$ cat config.mk
export PLATFORM = sky130hd
export DESIGN_NAME = sector_cache_clock_tags_top
export DESIGN_NICKNAME = d
export VERILOG_FILES = /design/src/sccl_pkg.sv /design/src/sccl_ram.sv /design/src/sccl_dp.sv /design/src/sccl_ctrl.sv /design/src/sector_cache_clock_tags_top.sv
export SDC_FILE = /design/constraint.sdc
export NUM_CORES = 2
export LEC_CHECK = 0
export BUFFER_PORTS_ARGS = -buffer_cell sky130_fd_sc_hd__buf_2
export CAP_MARGIN = 15
export CORE_MARGIN = 2
export CORE_UTILIZATION = 26
export CTS_CLUSTER_SIZE = 28
export DETAILED_ROUTE_END_ITERATION = 6
export SLEW_MARGIN = 20
export SYNTH_ARGS = -nofsm -noshare
export SYNTH_HDL_FRONTEND = slang
export SYNTH_SLANG_ARGS = --single-unit
export TNS_END_PERCENT = 30
$ cat constraint.sdc
create_clock -name clk_i -period 13.1 [get_ports clk_i]
set_input_delay 2.62 -clock clk_i [delete_from_list [all_inputs] [get_ports clk_i]]
set_output_delay 2.62 -clock clk_i [all_outputs]
set_load 0.05 [all_outputs]
$ cat src/sccl_pkg.sv
// shared constants, codes and control structs of the sector cache tag engine
package sccl_pkg;

  localparam int ENTRIES     = 64;
  localparam int MAX_RESULTS = 64;
  localparam int IDX_W       = $clog2(ENTRIES);
  localparam int CNT_W       = $clog2(MAX_RESULTS + 1);
  localparam int TAG_W       = 32;
  localparam int ENTRY_W     = 6;
  localparam int OP_W        = 2;

  typedef enum logic [OP_W-1:0] {
    OP_READ  = 2'd0,
    OP_WRITE = 2'd1,
    OP_FLUSH = 2'd2
  } op_e;

  // source of the working entry register
  typedef enum logic [2:0] {
    ENT_HOLD,
    ENT_CMP,
    ENT_FREE,
    ENT_IDX,
    ENT_ZERO
  } ent_sel_e;

  typedef struct packed {
    logic     start;
    logic     idx_clr;
    logic     idx_inc;
    logic     look_issue;
    logic     rd_ent;
    logic     clr_ref;
    ent_sel_e ent_sel;
    logic     push_hit;
    logic     push_fill;
    logic     push_pend;
    logic     pend_last;
    logic     pend_load;
  } cmd_t;

  typedef struct packed {
    logic hit;
    logic free_fnd;
    logic idx_last;
    logic ref_idx;
    logic cand_idx;
    logic ent_last;
    logic cnt_last;
    logic pend_vld;
    logic out_busy;
  } st_t;

endpackage

$ cat src/sccl_ram.sv
// generic single-write, single-read ram with registered read data
module sccl_ram #(
  parameter int Width = 32,
  parameter int Depth = 64
) (
  input  logic                     clk_i,
  input  logic                     we_i,
  input  logic [$clog2(Depth)-1:0] waddr_i,
  input  logic [Width-1:0]         wdata_i,
  input  logic [$clog2(Depth)-1:0] raddr_i,
  output logic [Width-1:0]         rdata_o
);

  logic [Width-1:0] mem [Depth];
  logic [Width-1:0] rdata_q;

  always_ff @(posedge clk_i) begin
    if (we_i) begin
      mem[waddr_i] <= wdata_i;
    end
    rdata_q <= mem[raddr_i];
  end

  assign rdata_o = rdata_q;

endmodule

$ cat src/sccl_dp.sv
// datapath: entry flags, tag ram, scan index, flush pending word and output register
module sccl_dp import sccl_pkg::*; (
  input  logic               clk_i,
  input  logic               rst_ni,
  input  logic [OP_W-1:0]    operation_i,
  input  logic [TAG_W-1:0]   sector_i,
  input  cmd_t               cmd_i,
  output st_t                st_o,
  input  logic               out_ready_i,
  output logic               out_valid_o,
  output logic               hit_o,
  output logic [ENTRY_W-1:0] entry_o,
  output logic               fill_needed_o,
  output logic               writeback_o,
  output logic [TAG_W-1:0]   writeback_sector_o,
  output logic               last_o
);

  logic               op_wr_q;
  logic [TAG_W-1:0]   sector_q;
  logic [IDX_W-1:0]   idx_q, idx_d;
  logic [IDX_W-1:0]   ent_q, ent_d;
  logic               cmp_vld_q;
  logic [IDX_W-1:0]   cmp_idx_q;
  logic               free_fnd_q, free_fnd_d;
  logic [IDX_W-1:0]   free_idx_q, free_idx_d;
  logic [ENTRIES-1:0] free_q, free_d;
  logic [ENTRIES-1:0] dirty_q, dirty_d;
  logic [ENTRIES-1:0] ref_q, ref_d;
  logic               pend_vld_q, pend_vld_d;
  logic [IDX_W-1:0]   pend_ent_q;
  logic [TAG_W-1:0]   pend_tag_q;
  logic [CNT_W-1:0]   cnt_q, cnt_d;
  logic               out_valid_q, out_valid_d;
  logic               hit_q, fill_q, wb_q, last_q;
  logic [ENTRY_W-1:0] entry_q;
  logic [TAG_W-1:0]   wbsec_q;
  logic [IDX_W-1:0]   raddr;
  logic [TAG_W-1:0]   rdata;
  logic               push;

  assign raddr = cmd_i.rd_ent ? ent_q : idx_q;

  sccl_ram #(
    .Width(TAG_W),
    .Depth(ENTRIES)
  ) u_tag_ram (
    .clk_i  (clk_i),
    .we_i   (cmd_i.push_fill),
    .waddr_i(ent_q),
    .wdata_i(sector_q),
    .raddr_i(raddr),
    .rdata_o(rdata)
  );

  assign push = cmd_i.push_hit | cmd_i.push_fill | cmd_i.push_pend;

  // status towards the controller
  assign st_o.hit      = cmp_vld_q & ~free_q[cmp_idx_q] & (rdata == sector_q);
  assign st_o.free_fnd = free_fnd_q;
  assign st_o.idx_last = (idx_q == IDX_W'(ENTRIES - 1));
  assign st_o.ref_idx  = ref_q[idx_q];
  assign st_o.cand_idx = dirty_q[idx_q] & ~free_q[idx_q];
  assign st_o.ent_last = (ent_q == IDX_W'(ENTRIES - 1));
  assign st_o.cnt_last = (cnt_q == CNT_W'(MAX_RESULTS - 1));
  assign st_o.pend_vld = pend_vld_q;
  assign st_o.out_busy = out_valid_q & ~out_ready_i;

  always_comb begin
    idx_d = idx_q;
    if (cmd_i.start || cmd_i.idx_clr) begin
      idx_d = '0;
    end else if (cmd_i.idx_inc) begin
      idx_d = idx_q + IDX_W'(1);
    end
  end

  always_comb begin
    unique case (cmd_i.ent_sel)
      ENT_HOLD: ent_d = ent_q;
      ENT_CMP:  ent_d = cmp_idx_q;
      ENT_FREE: ent_d = free_idx_q;
      ENT_IDX:  ent_d = idx_q;
      ENT_ZERO: ent_d = '0;
      default:  ent_d = ent_q;
    endcase
  end

  // lowest free entry seen during the lookup scan
  always_comb begin
    free_fnd_d = free_fnd_q;
    free_idx_d = free_idx_q;
    if (cmd_i.start) begin
      free_fnd_d = 1'b0;
    end else if (cmd_i.look_issue && free_q[idx_q] && !free_fnd_q) begin
      free_fnd_d = 1'b1;
      free_idx_d = idx_q;
    end
  end

  always_comb begin
    free_d = free_q;
    dirty_d = dirty_q;
    ref_d = ref_q;
    if (cmd_i.clr_ref) begin
      ref_d[idx_q] = 1'b0;
    end
    if (cmd_i.pend_load) begin
      dirty_d[ent_q] = 1'b0;
    end
    if (cmd_i.push_hit) begin
      ref_d[ent_q] = 1'b1;
      if (op_wr_q) begin
        dirty_d[ent_q] = 1'b1;
      end
    end
    if (cmd_i.push_fill) begin
      free_d[ent_q] = 1'b0;
      ref_d[ent_q] = 1'b1;
      dirty_d[ent_q] = op_wr_q;
    end
  end

  always_comb begin
    pend_vld_d = pend_vld_q;
    cnt_d = cnt_q;
    if (cmd_i.start) begin
      pend_vld_d = 1'b0;
      cnt_d = '0;
    end else if (cmd_i.pend_load) begin
      pend_vld_d = 1'b1;
      cnt_d = cnt_q + CNT_W'(1);
    end else if (cmd_i.push_pend) begin
      pend_vld_d = 1'b0;
    end
  end

  always_comb begin
    out_valid_d = out_valid_q;
    if (push) begin
      out_valid_d = 1'b1;
    end else if (out_ready_i) begin
      out_valid_d = 1'b0;
    end
  end

  always_ff @(posedge clk_i or negedge rst_ni) begin
    if (!rst_ni) begin
      idx_q <= '0;
      cmp_vld_q <= 1'b0;
      free_fnd_q <= 1'b0;
      free_q <= '1;
      dirty_q <= '0;
      ref_q <= '0;
      pend_vld_q <= 1'b0;
      cnt_q <= '0;
      out_valid_q <= 1'b0;
    end else begin
      idx_q <= idx_d;
      cmp_vld_q <= cmd_i.look_issue;
      free_fnd_q <= free_fnd_d;
      free_q <= free_d;
      dirty_q <= dirty_d;
      ref_q <= ref_d;
      pend_vld_q <= pend_vld_d;
      cnt_q <= cnt_d;
      out_valid_q <= out_valid_d;
    end
  end

  always_ff @(posedge clk_i) begin
    if (cmd_i.start) begin
      op_wr_q <= (operation_i == OP_WRITE);
      sector_q <= sector_i;
    end
    ent_q <= ent_d;
    cmp_idx_q <= idx_q;
    free_idx_q <= free_idx_d;
    if (cmd_i.pend_load) begin
      pend_ent_q <= ent_q;
      pend_tag_q <= rdata;
    end
    if (cmd_i.push_hit) begin
      hit_q <= 1'b1;
      entry_q <= ENTRY_W'(ent_q);
      fill_q <= 1'b0;
      wb_q <= 1'b0;
      wbsec_q <= '0;
      last_q <= 1'b1;
    end else if (cmd_i.push_fill) begin
      hit_q <= 1'b0;
      entry_q <= ENTRY_W'(ent_q);
      fill_q <= 1'b1;
      wb_q <= dirty_q[ent_q];
      wbsec_q <= dirty_q[ent_q] ? rdata : '0;
      last_q <= 1'b1;
    end else if (cmd_i.push_pend) begin
      hit_q <= 1'b0;
      entry_q <= ENTRY_W'(pend_ent_q);
      fill_q <= 1'b0;
      wb_q <= 1'b1;
      wbsec_q <= pend_tag_q;
      last_q <= cmd_i.pend_last;
    end
  end

  assign out_valid_o        = out_valid_q;
  assign hit_o              = hit_q;
  assign entry_o            = entry_q;
  assign fill_needed_o      = fill_q;
  assign writeback_o        = wb_q;
  assign writeback_sector_o = wbsec_q;
  assign last_o             = last_q;

endmodule

$ cat src/sccl_ctrl.sv
// controller: sequences lookup, victim sweep, fill and flush scans
module sccl_ctrl import sccl_pkg::*; (
  input  logic            clk_i,
  input  logic            rst_ni,
  input  logic            in_valid_i,
  input  logic [OP_W-1:0] operation_i,
  output logic            in_ready_o,
  input  st_t             st_i,
  output cmd_t            cmd_o
);

  typedef enum logic [3:0] {
    S_IDLE,
    S_LOOK,
    S_LTAIL,
    S_HIT,
    S_SWEEP,
    S_VCHK,
    S_FILL,
    S_FSCAN,
    S_FGOT,
    S_FEND
  } state_e;

  state_e state_q, state_d;
  logic   in_ready_q;
  logic   accept;

  assign accept = in_valid_i & in_ready_q;

  always_comb begin
    state_d = state_q;
    cmd_o = '0;
    cmd_o.ent_sel = ENT_HOLD;
    unique case (state_q)
      S_IDLE: begin
        if (accept) begin
          cmd_o.start = 1'b1;
          if (operation_i == OP_READ || operation_i == OP_WRITE) begin
            state_d = S_LOOK;
          end else if (operation_i == OP_FLUSH) begin
            state_d = S_FSCAN;
          end
        end
      end
      S_LOOK: begin
        cmd_o.look_issue = 1'b1;
        cmd_o.idx_inc = 1'b1;
        if (st_i.hit) begin
          cmd_o.ent_sel = ENT_CMP;
          state_d = S_HIT;
        end else if (st_i.idx_last) begin
          state_d = S_LTAIL;
        end
      end
      S_LTAIL: begin
        if (st_i.hit) begin
          cmd_o.ent_sel = ENT_CMP;
          state_d = S_HIT;
        end else if (st_i.free_fnd) begin
          cmd_o.ent_sel = ENT_FREE;
          state_d = S_VCHK;
        end else begin
          cmd_o.idx_clr = 1'b1;
          state_d = S_SWEEP;
        end
      end
      S_HIT: begin
        if (!st_i.out_busy) begin
          cmd_o.push_hit = 1'b1;
          state_d = S_IDLE;
        end
      end
      S_SWEEP: begin
        if (st_i.ref_idx) begin
          cmd_o.clr_ref = 1'b1;
          cmd_o.idx_inc = 1'b1;
          if (st_i.idx_last) begin
            cmd_o.ent_sel = ENT_ZERO;
            state_d = S_VCHK;
          end
        end else begin
          cmd_o.ent_sel = ENT_IDX;
          state_d = S_VCHK;
        end
      end
      S_VCHK: begin
        cmd_o.rd_ent = 1'b1;
        state_d = S_FILL;
      end
      S_FILL: begin
        cmd_o.rd_ent = 1'b1;
        if (!st_i.out_busy) begin
          cmd_o.push_fill = 1'b1;
          state_d = S_IDLE;
        end
      end
      S_FSCAN: begin
        if (st_i.cand_idx) begin
          cmd_o.ent_sel = ENT_IDX;
          state_d = S_FGOT;
        end else if (st_i.idx_last) begin
          state_d = S_FEND;
        end else begin
          cmd_o.idx_inc = 1'b1;
        end
      end
      S_FGOT: begin
        cmd_o.rd_ent = 1'b1;
        if (!st_i.pend_vld || !st_i.out_busy) begin
          cmd_o.push_pend = st_i.pend_vld;
          cmd_o.pend_load = 1'b1;
          if (st_i.cnt_last || st_i.ent_last) begin
            state_d = S_FEND;
          end else begin
            cmd_o.idx_inc = 1'b1;
            state_d = S_FSCAN;
          end
        end
      end
      S_FEND: begin
        if (!st_i.pend_vld) begin
          state_d = S_IDLE;
        end else if (!st_i.out_busy) begin
          cmd_o.push_pend = 1'b1;
          cmd_o.pend_last = 1'b1;
          state_d = S_IDLE;
        end
      end
      default: state_d = S_IDLE;
    endcase
  end

  always_ff @(posedge clk_i or negedge rst_ni) begin
    if (!rst_ni) begin
      state_q <= S_IDLE;
      in_ready_q <= 1'b1;
    end else begin
      state_q <= state_d;
      in_ready_q <= (state_d == S_IDLE);
    end
  end

  assign in_ready_o = in_ready_q;

endmodule

$ cat src/sector_cache_clock_tags_top.sv
// top level of the sector cache tag and second-chance replacement engine
// usage:
// - request channel (in_valid_i / in_ready_o) carries one word: operation_i and sector_i
//   (read, write or flush; code 3 is swallowed with no effect)
// - result channel (out_valid_o / out_ready_i) gives one word per read or write, and one
//   word per dirty occupied entry on a flush, ascending, last_o on the final one
// - one request in flight at a time; the 64 tags live in a ram scanned one entry a cycle
//   through its registered read port, pausing at each dirty entry during a flush scan
// - hit on entry k: the lookup scan ends at the hit
// - miss into a free entry: the whole tag ram is scanned first
// - miss with all entries taken: plus a second-chance sweep to pick the victim
// - flush: a scan of every entry plus one result word per dirty entry,
//   no word if nothing dirty
// - the next request is taken as soon as the previous one has handed over its last word,
//   even while that word still sits in the output register
// - a stalled receiver freezes the engine at its next result; nothing is dropped
// - reset marks every entry free, clean and unreferenced; tags need no clearing
module sector_cache_clock_tags_top import sccl_pkg::*; (
  input  logic               clk_i,
  input  logic               rst_ni,
  input  logic               in_valid_i,
  output logic               in_ready_o,
  input  logic [OP_W-1:0]    operation_i,
  input  logic [TAG_W-1:0]   sector_i,
  output logic               out_valid_o,
  input  logic               out_ready_i,
  output logic               hit_o,
  output logic [ENTRY_W-1:0] entry_o,
  output logic               fill_needed_o,
  output logic               writeback_o,
  output logic [TAG_W-1:0]   writeback_sector_o,
  output logic               last_o
);

  cmd_t cmd;
  st_t  st;

  // state machine
  sccl_ctrl u_ctrl (
    .clk_i      (clk_i),
    .rst_ni     (rst_ni),
    .in_valid_i (in_valid_i),
    .operation_i(operation_i),
    .in_ready_o (in_ready_o),
    .st_i       (st),
    .cmd_o      (cmd)
  );

  // flags, tag ram and output register
  sccl_dp u_dp (
    .clk_i             (clk_i),
    .rst_ni            (rst_ni),
    .operation_i       (operation_i),
    .sector_i          (sector_i),
    .cmd_i             (cmd),
    .st_o              (st),
    .out_ready_i       (out_ready_i),
    .out_valid_o       (out_valid_o),
    .hit_o             (hit_o),
    .entry_o           (entry_o),
    .fill_needed_o     (fill_needed_o),
    .writeback_o       (writeback_o),
    .writeback_sector_o(writeback_sector_o),
    .last_o            (last_o)
  );

endmodule

# == Word level (Yosys, flattened, before mapping) ==
# Memories as Yosys holds them, arrays and structs flattened. A register that Yosys moved wholly into a read port is not among the register bits.
# Index checks and enable logic that the tools add are counted.
# word_totals
rom_bits,0
latchBits,0
ram_bits,2048
in_bits,38
word_cells,190
register_bits,345
output_inout_bits,44
memories,1
# mem_list
memory,depth,width,rd,rd_clocked_by_memory_dff,write_ports,line_no,source
u_dp.u_tag_ram.mem,64,32,1,1,1,sccl_ram.sv:14,logic [Width-1:0] mem [Depth];
# classes
bitwise_logic,19
muxes,94
eq_ne,19
shifts,0
order_cmp,5
div_mod_pow,0
addsub,2
mul,0
n_reduce_logical,26
# ops
op,n
$mux 64,7
$and 64x64->64,3
$or 64x64->64,3
$not 64->64,2
$mux 32,3
$bwmux 64,1
$mux 4,14
$mux 1,42
$mux 6,6
$pmux 4 s9,1
$eq 32x32->1,1
$bmux 1 s6,5
$pmux 6 s4,1
$lt 6x7->1 const B,3
$eq 4x3->1 const B,4
$mux 7,2
$demux 1 s6,2
$eq 6x6->1 const B,2
$ge 6x1->1 const B,2
$pmux 3 s4,1
$reduce_bool 2->1,5
$mux 3,3
$eq 4x2->1 const B,2
$eq 4x4->1 const B,2
other kinds (25),48

# == Longest topological paths before layout ==
# depth
ltp_word,12
depth_mapped,15
ltp_nobuf,9

# == Cells and area by module ==
# A second synthesis with hierarchy kept.
# hier_totals
hier_cells,4813
area_unflattened_um2,95007.4
# modules_own_cells
module,cells_per_inst,seq_area_each_um2,area_each_um2,instances
sccl_ram,3324,62139.6,78515.3,1
sccl_dp,1406,8823.5,15902.8,1
sccl_ctrl,83,126.4,589.3,1

# == Least setup slack after synthesis ==
# Ideal clock, no wire load.
# synth_timing
path_type,input to register
from,in out_ready_i
to,reg with a tool-made name
path_stages,8
arrival_time_ps,6944
path_slack_ps,6026
setup_ps,130
path_cell_list,nor2b_1 -> nand2_1 -> nand2_1 -> nor3_1 -> a31oi_1 -> clkbuf_1 -> o21ai_0 -> o21ai_0
# synth_rtl
element,line_no,source
from (decl),sector_cache_clock_tags_top.sv:26,"input logic out_ready_i,"

# == Worst setup path in the final report ==
# layout_timing
from,reg u_ctrl.state_q[1]
to,"reg u_dp.u_tag_ram.rdata_q[21], in the netlist u_dp.u_tag_ram.rdata_o[21], read port of u_dp.u_tag_ram.mem"
# layout_via
elab_chain_len,4
word_cells_on_any_way,6
classes_between,3 x eq/ne; 2 x mux; 1 x reduce/logical
# layout_lines
element,line_no,source
from (decl),sccl_ctrl.sv:25,"state_e state_q, state_d;"
from (signal assigned),sccl_ctrl.sv:139,state_q <= state_d;
$eq 4x3->1 / $eq 4x4->1 (equally long branches),sccl_ctrl.sv:35,unique case (state_q)
$reduce_or 3->1 (no line) (*),n/a,
$mux 1 (*),sccl_ctrl.sv:35,
$mux 6 (*),sccl_dp.sv:42,assign raddr = cmd_i.rd_ent ? ent_q : idx_q;
to (decl),sccl_ram.sv:15,logic [Width-1:0] rdata_q;
# Every way passes the cells marked *; elsewhere a longest branch is shown, timed or not.
# A chain may end at the register's enable or synchronous reset.

==> key figures <==
Die
  • Core Area: 375,000 sq um
  • Chip width: 617 um
  • Initial Util: 26.1%
  • Vert. Die Dim: 617 um
  • IO Count: 82
  • Row count: 225
  • Die footprint: 381,000 sq um

Power and ir drop
  • Cell leakage power: 37.7 nW
  • Worst IR drop on VDD: 0.299 mV
  • Tot Pwr: 0.0273 W
  • Cell area power density: 241 nW/um^2

Clock network
  • Clock Pin Slew Worst Setup and Hold Paths: 0.06 ns
  • Postcts setup bufs: 0
  • Library cell used as clock root buffer: sky130_fd_sc_hd__clkbuf_16
  • CTS tree: yes
  • Clock latency reported for the late side of the worst-skew pair: 0.95 ns
  • Total of hold buffers inserted after clock tree synthesis: 0
  • Number of clock buffers inserted by TritonCTS: 276
  • Htree depth: 5
  • Clock Sink Count: 2,425
  • Number of gates resized after cts: 0
  • Worst-case clock buffer depth: 4

Layout
  • Layout area overhead: 16.0%
  • Area taken by multi-input logic gates: 25,400 sq um
  • Register area: 71,100 sq um
  • Fillers: 36,900
  • Finished Cell Area: 113,000 sq um
  • Share of layout cells above drive strength 1: 14.0%
  • Final Net Count: 6,954

STA
  • Peak clock frequency supported by timing: 0.153 GHz
  • Layout Skew: 0.0603 ns
  • Sum of negative setup slack: 0 ns
  • Total setup violations reported at the end of the flow: 0
  • Share of the clock period used by the worst path after layout: 49.8%
  • Number of hold violations in the final report: 0
  • Max-Slew Margin vs Limit: 19.2%
  • Max Transition Viols Final: 0
  • Setup repair after global routing missed its margin: no
  • Least-Margin Pin Slew: 1.21 ns
  • Time the final worst path needs with I/O delays and setup: 6.52 ns

Routing
  • Via-to-Cell Ratio: 5.33
  • Initial drt markers: 10,300
  • Remaining DRCs: 0
  • ANT nets after route: 0
  • Number of vias in the routed layout: 64,500
  • Count of TritonRoute iterations in the first routing pass: 7
  • Wire length per cell: 29.0 um
  • Routed WL: 351 mm

Critical path
  • Largest stage delay on the critical path: 1.03 ns
  • Element type at the critical path end: flop
  • Largest delay share family, worst path: buffers and inverters
  • Slowest CP cell: sky130_fd_sc_hd__dfrtp_1
  • Series of cell instances along the critical path: xor2_2 > a31o_2 > buf_4 > nor3_4 > buf_4 > buf_12 > buf_12 > mux2i_1 > o221ai_1 > o311ai_0 > nand4_1
  • Element type at the critical path start: flop
  • Crit path arrival time: 7.28 ns
  • Critical-path maximum fanout: 137
  • Required arrival time at the worst endpoint: 13.86 ns
  • Crit Path Category: reg -> reg
  • Combined buffer and inverter count along the critical path: 4

Global routing
  • Met1 track utilization from global routing: 23.6%
  • Global-route wire length before repair: 484 mm
  • Antenna violations before repair: 31
  • Vias in the first global route: 60,900
  • Met2 GRT Util: 27.1%
  • All-layer global routing usage: 17.8%
  • Largest net degree at the start of global routing: 173
  • Overflow left after global routing: 0
  • Global route hottest layer: met2
  • GRT met3 Usage: 3.67%

Placement
  • Post-place instance area: 105,000 sq um
  • Estimated wirelength of the detail-placed design: 193 mm
  • Placer congestion estimate: 0.880
  • PortBufs: 81

Synthesis
  • Synth area leaders: sky130_fd_sc_hd__edfxtp_1, sky130_fd_sc_hd__mux2i_1, sky130_fd_sc_hd__nand2_1
  • Adder-cell share of the synthesized area: 0.0256%
  • Yosys warning count: 0
  • Area share of the leading cell type in the synthesized netlist: 65.6%
  • Distinct cell type count of the synthesized netlist: 91
  • Xor/xnor cell area share of the yosys netlist: 0.303%
  • Syn_nets: 6,815
  • Mux contribution to synthesized area: 7.34%
  • Sequential area share after synthesis: 72.7%
  • Proportion of register bits with asynchronous set or reset after synthesis: 8.82%
  • Simple-gate share of the synthesized area: 9.08%
  • Number of enable flip-flop cells after synthesis: 2,137
  • Synth Area in Compound Gates: 8.38%
  • Synthesized area per cell: 14.4 sq um
  • Synth area leader: sky130_fd_sc_hd__edfxtp_1
  • Largest family of logic cells by synthesized area: simple AND/OR/NAND/NOR gates
  • Cell Area, Synth: 97,800 sq um
  • Most instantiated cells after synthesis: sky130_fd_sc_hd__edfxtp_1, sky130_fd_sc_hd__nand2_1, sky130_fd_sc_hd__mux2i_1
  • Seq cells post-synth: 2,425
  • Primary flip-flop cell chosen by synthesis mapping: sky130_fd_sc_hd__edfxtp_1
  • Most repeated cell in the gate-level netlist after synthesis: sky130_fd_sc_hd__edfxtp_1
  • Post-synthesis cell count: 6,775

Job
  • Maximum capacitance violations: 0

Min path
  • Class of the tightest hold or removal check: reg -> reg

Outcome
  • Status: finished clean
[kinds of logic after synthesis]
family | count (synthesis)
AOI/OAI and AO/OA | 1237
DFF | 2425
buffers and inverters | 450
adders and majority gates | 2
muxes | 660
and+or+nand+nor | 1968
xor gates and xnor gates | 33
[worst paths after layout]
check	startpoint	to	slack, ns	cells after the start
min reg2reg	u_dp.hit_o$_SDFFE_PP1P_	u_dp.hit_o$_SDFFE_PP1P_	0.46	2
max	u_ctrl.state_q[1]$_DFF_PN0_	u_dp.u_tag_ram.rdata_o[21]$_DFF_P_	6.58	11
min	u_dp.hit_o$_SDFFE_PP1P_	u_dp.hit_o$_SDFFE_PP1P_	0.46	2
max reg2reg	u_ctrl.state_q[1]$_DFF_PN0_	u_dp.u_tag_ram.rdata_o[21]$_DFF_P_	6.58	11
min in group asynchronous	rst_ni	asynchronous set/reset pin	1.64	1
max in group asynchronous	rst_ni	u_dp.ref_q[50]$_DFF_PN0_	10.17	2
[where the power goes]
group	internal, W	total (W)	switching (W)
combinational	0.00300	0.0105	0.00749
sequential	0.00893	0.00940	0.000467
clock	0.00433	0.00739	0.00306
[registers in the layout, summed over array words and instances (netlist names), 4 cells and up, named ones only]
signal / flops
u_dp.entry_o: 6
u_dp.free_q: 64
u_dp.cmp_idx_q: 6
u_dp.pend_tag_q: 32
u_dp.u_tag_ram.rdata_o: 32
u_dp.ent_q: 6
u_dp.ref_q: 64
u_dp.pend_ent_q: 6
u_dp.u_tag_ram.mem: 2048
u_dp.idx_q: 6
u_dp.cnt_q: 7
u_ctrl.state_q: 4
u_dp.sector_q: 32
u_dp.free_idx_q: 6
u_dp.writeback_sector_o: 32
[worst reg2reg max path, stage by stage (launching register included)]
cell	delay [ns]
sky130_fd_sc_hd__dfrtp_1	1.03
sky130_fd_sc_hd__xor2_2	0.35
sky130_fd_sc_hd__a31o_2	0.34
sky130_fd_sc_hd__buf_4	0.27
sky130_fd_sc_hd__nor3_4	0.83
sky130_fd_sc_hd__buf_4	0.54
sky130_fd_sc_hd__buf_12	0.50
sky130_fd_sc_hd__buf_12	0.74
sky130_fd_sc_hd__mux2i_1	0.63
sky130_fd_sc_hd__o221ai_1	0.28
sky130_fd_sc_hd__o311ai_0	0.70
sky130_fd_sc_hd__nand4_1	0.15
[cell type report]
type	count	area share, %
antenna	3	0.00662
tap	4994	5.51
timing repair buffer	294	1.89
clock buffer	357	6.62
sequential	2425	62.7
inverter	17	0.0585
multi-input combinational	3900	22.4
clock inverter	115	0.864
[per-layer routing]
layer | part of all wire (%) | wire, um
met5 | 0.032 | 111
met4 | 6.0 | 20900
met3 | 11 | 38800
met1 | 39 | 136000
met2 | 44 | 155000
[metrics by stage]
step / instances / utilization [%] / hold WS [ns] / setup slack (ns)
global route: 12100 / 30.2 / 0.490 / 6.32
global placement: 11600 / 28.0 / 0.448 / 6.64
detailed placement: 11600 / 28.0 / 0.452 / 6.59
CTS: 12100 / 30.2 / 0.464 / 6.71
floorplan: 6775 / - / 0.414 / 6.03
finish: 12100 / 30.2 / 0.462 / 6.58
[cell usage in the layout, fill, tap and decap left out, types with 34 or more instances in the layout]
cell type,netlist,final
sky130_fd_sc_hd__nand2_1,1106,1101
sky130_fd_sc_hd__a22oi_1,70,70
sky130_fd_sc_hd__nor2b_1,86,86
sky130_fd_sc_hd__clkbuf_16,0,283
sky130_fd_sc_hd__buf_4,46,203
sky130_fd_sc_hd__mux4_2,36,36
sky130_fd_sc_hd__a32oi_1,40,40
sky130_fd_sc_hd__o21ai_0,292,292
sky130_fd_sc_hd__mux2i_1,526,524
sky130_fd_sc_hd__clkinv_1,2,45
sky130_fd_sc_hd__a31oi_1,79,76
sky130_fd_sc_hd__o221ai_1,58,58
sky130_fd_sc_hd__buf_2,172,80
sky130_fd_sc_hd__nor2_1,166,91
sky130_fd_sc_hd__a21oi_1,244,243
sky130_fd_sc_hd__a221oi_1,34,34
sky130_fd_sc_hd__a211oi_1,103,103
sky130_fd_sc_hd__nand4_1,113,113
sky130_fd_sc_hd__mux2_2,97,97
sky130_fd_sc_hd__nor2_4,0,71
sky130_fd_sc_hd__o22ai_1,60,60
sky130_fd_sc_hd__clkinv_2,0,36
sky130_fd_sc_hd__dfrtp_1,149,146
sky130_fd_sc_hd__clkbuf_1,162,59
sky130_fd_sc_hd__dfstp_2,65,65
sky130_fd_sc_hd__dfxtp_1,74,74
sky130_fd_sc_hd__nand3_1,316,311
sky130_fd_sc_hd__edfxtp_1,2137,2137
(Power assumes the default switching activity.)
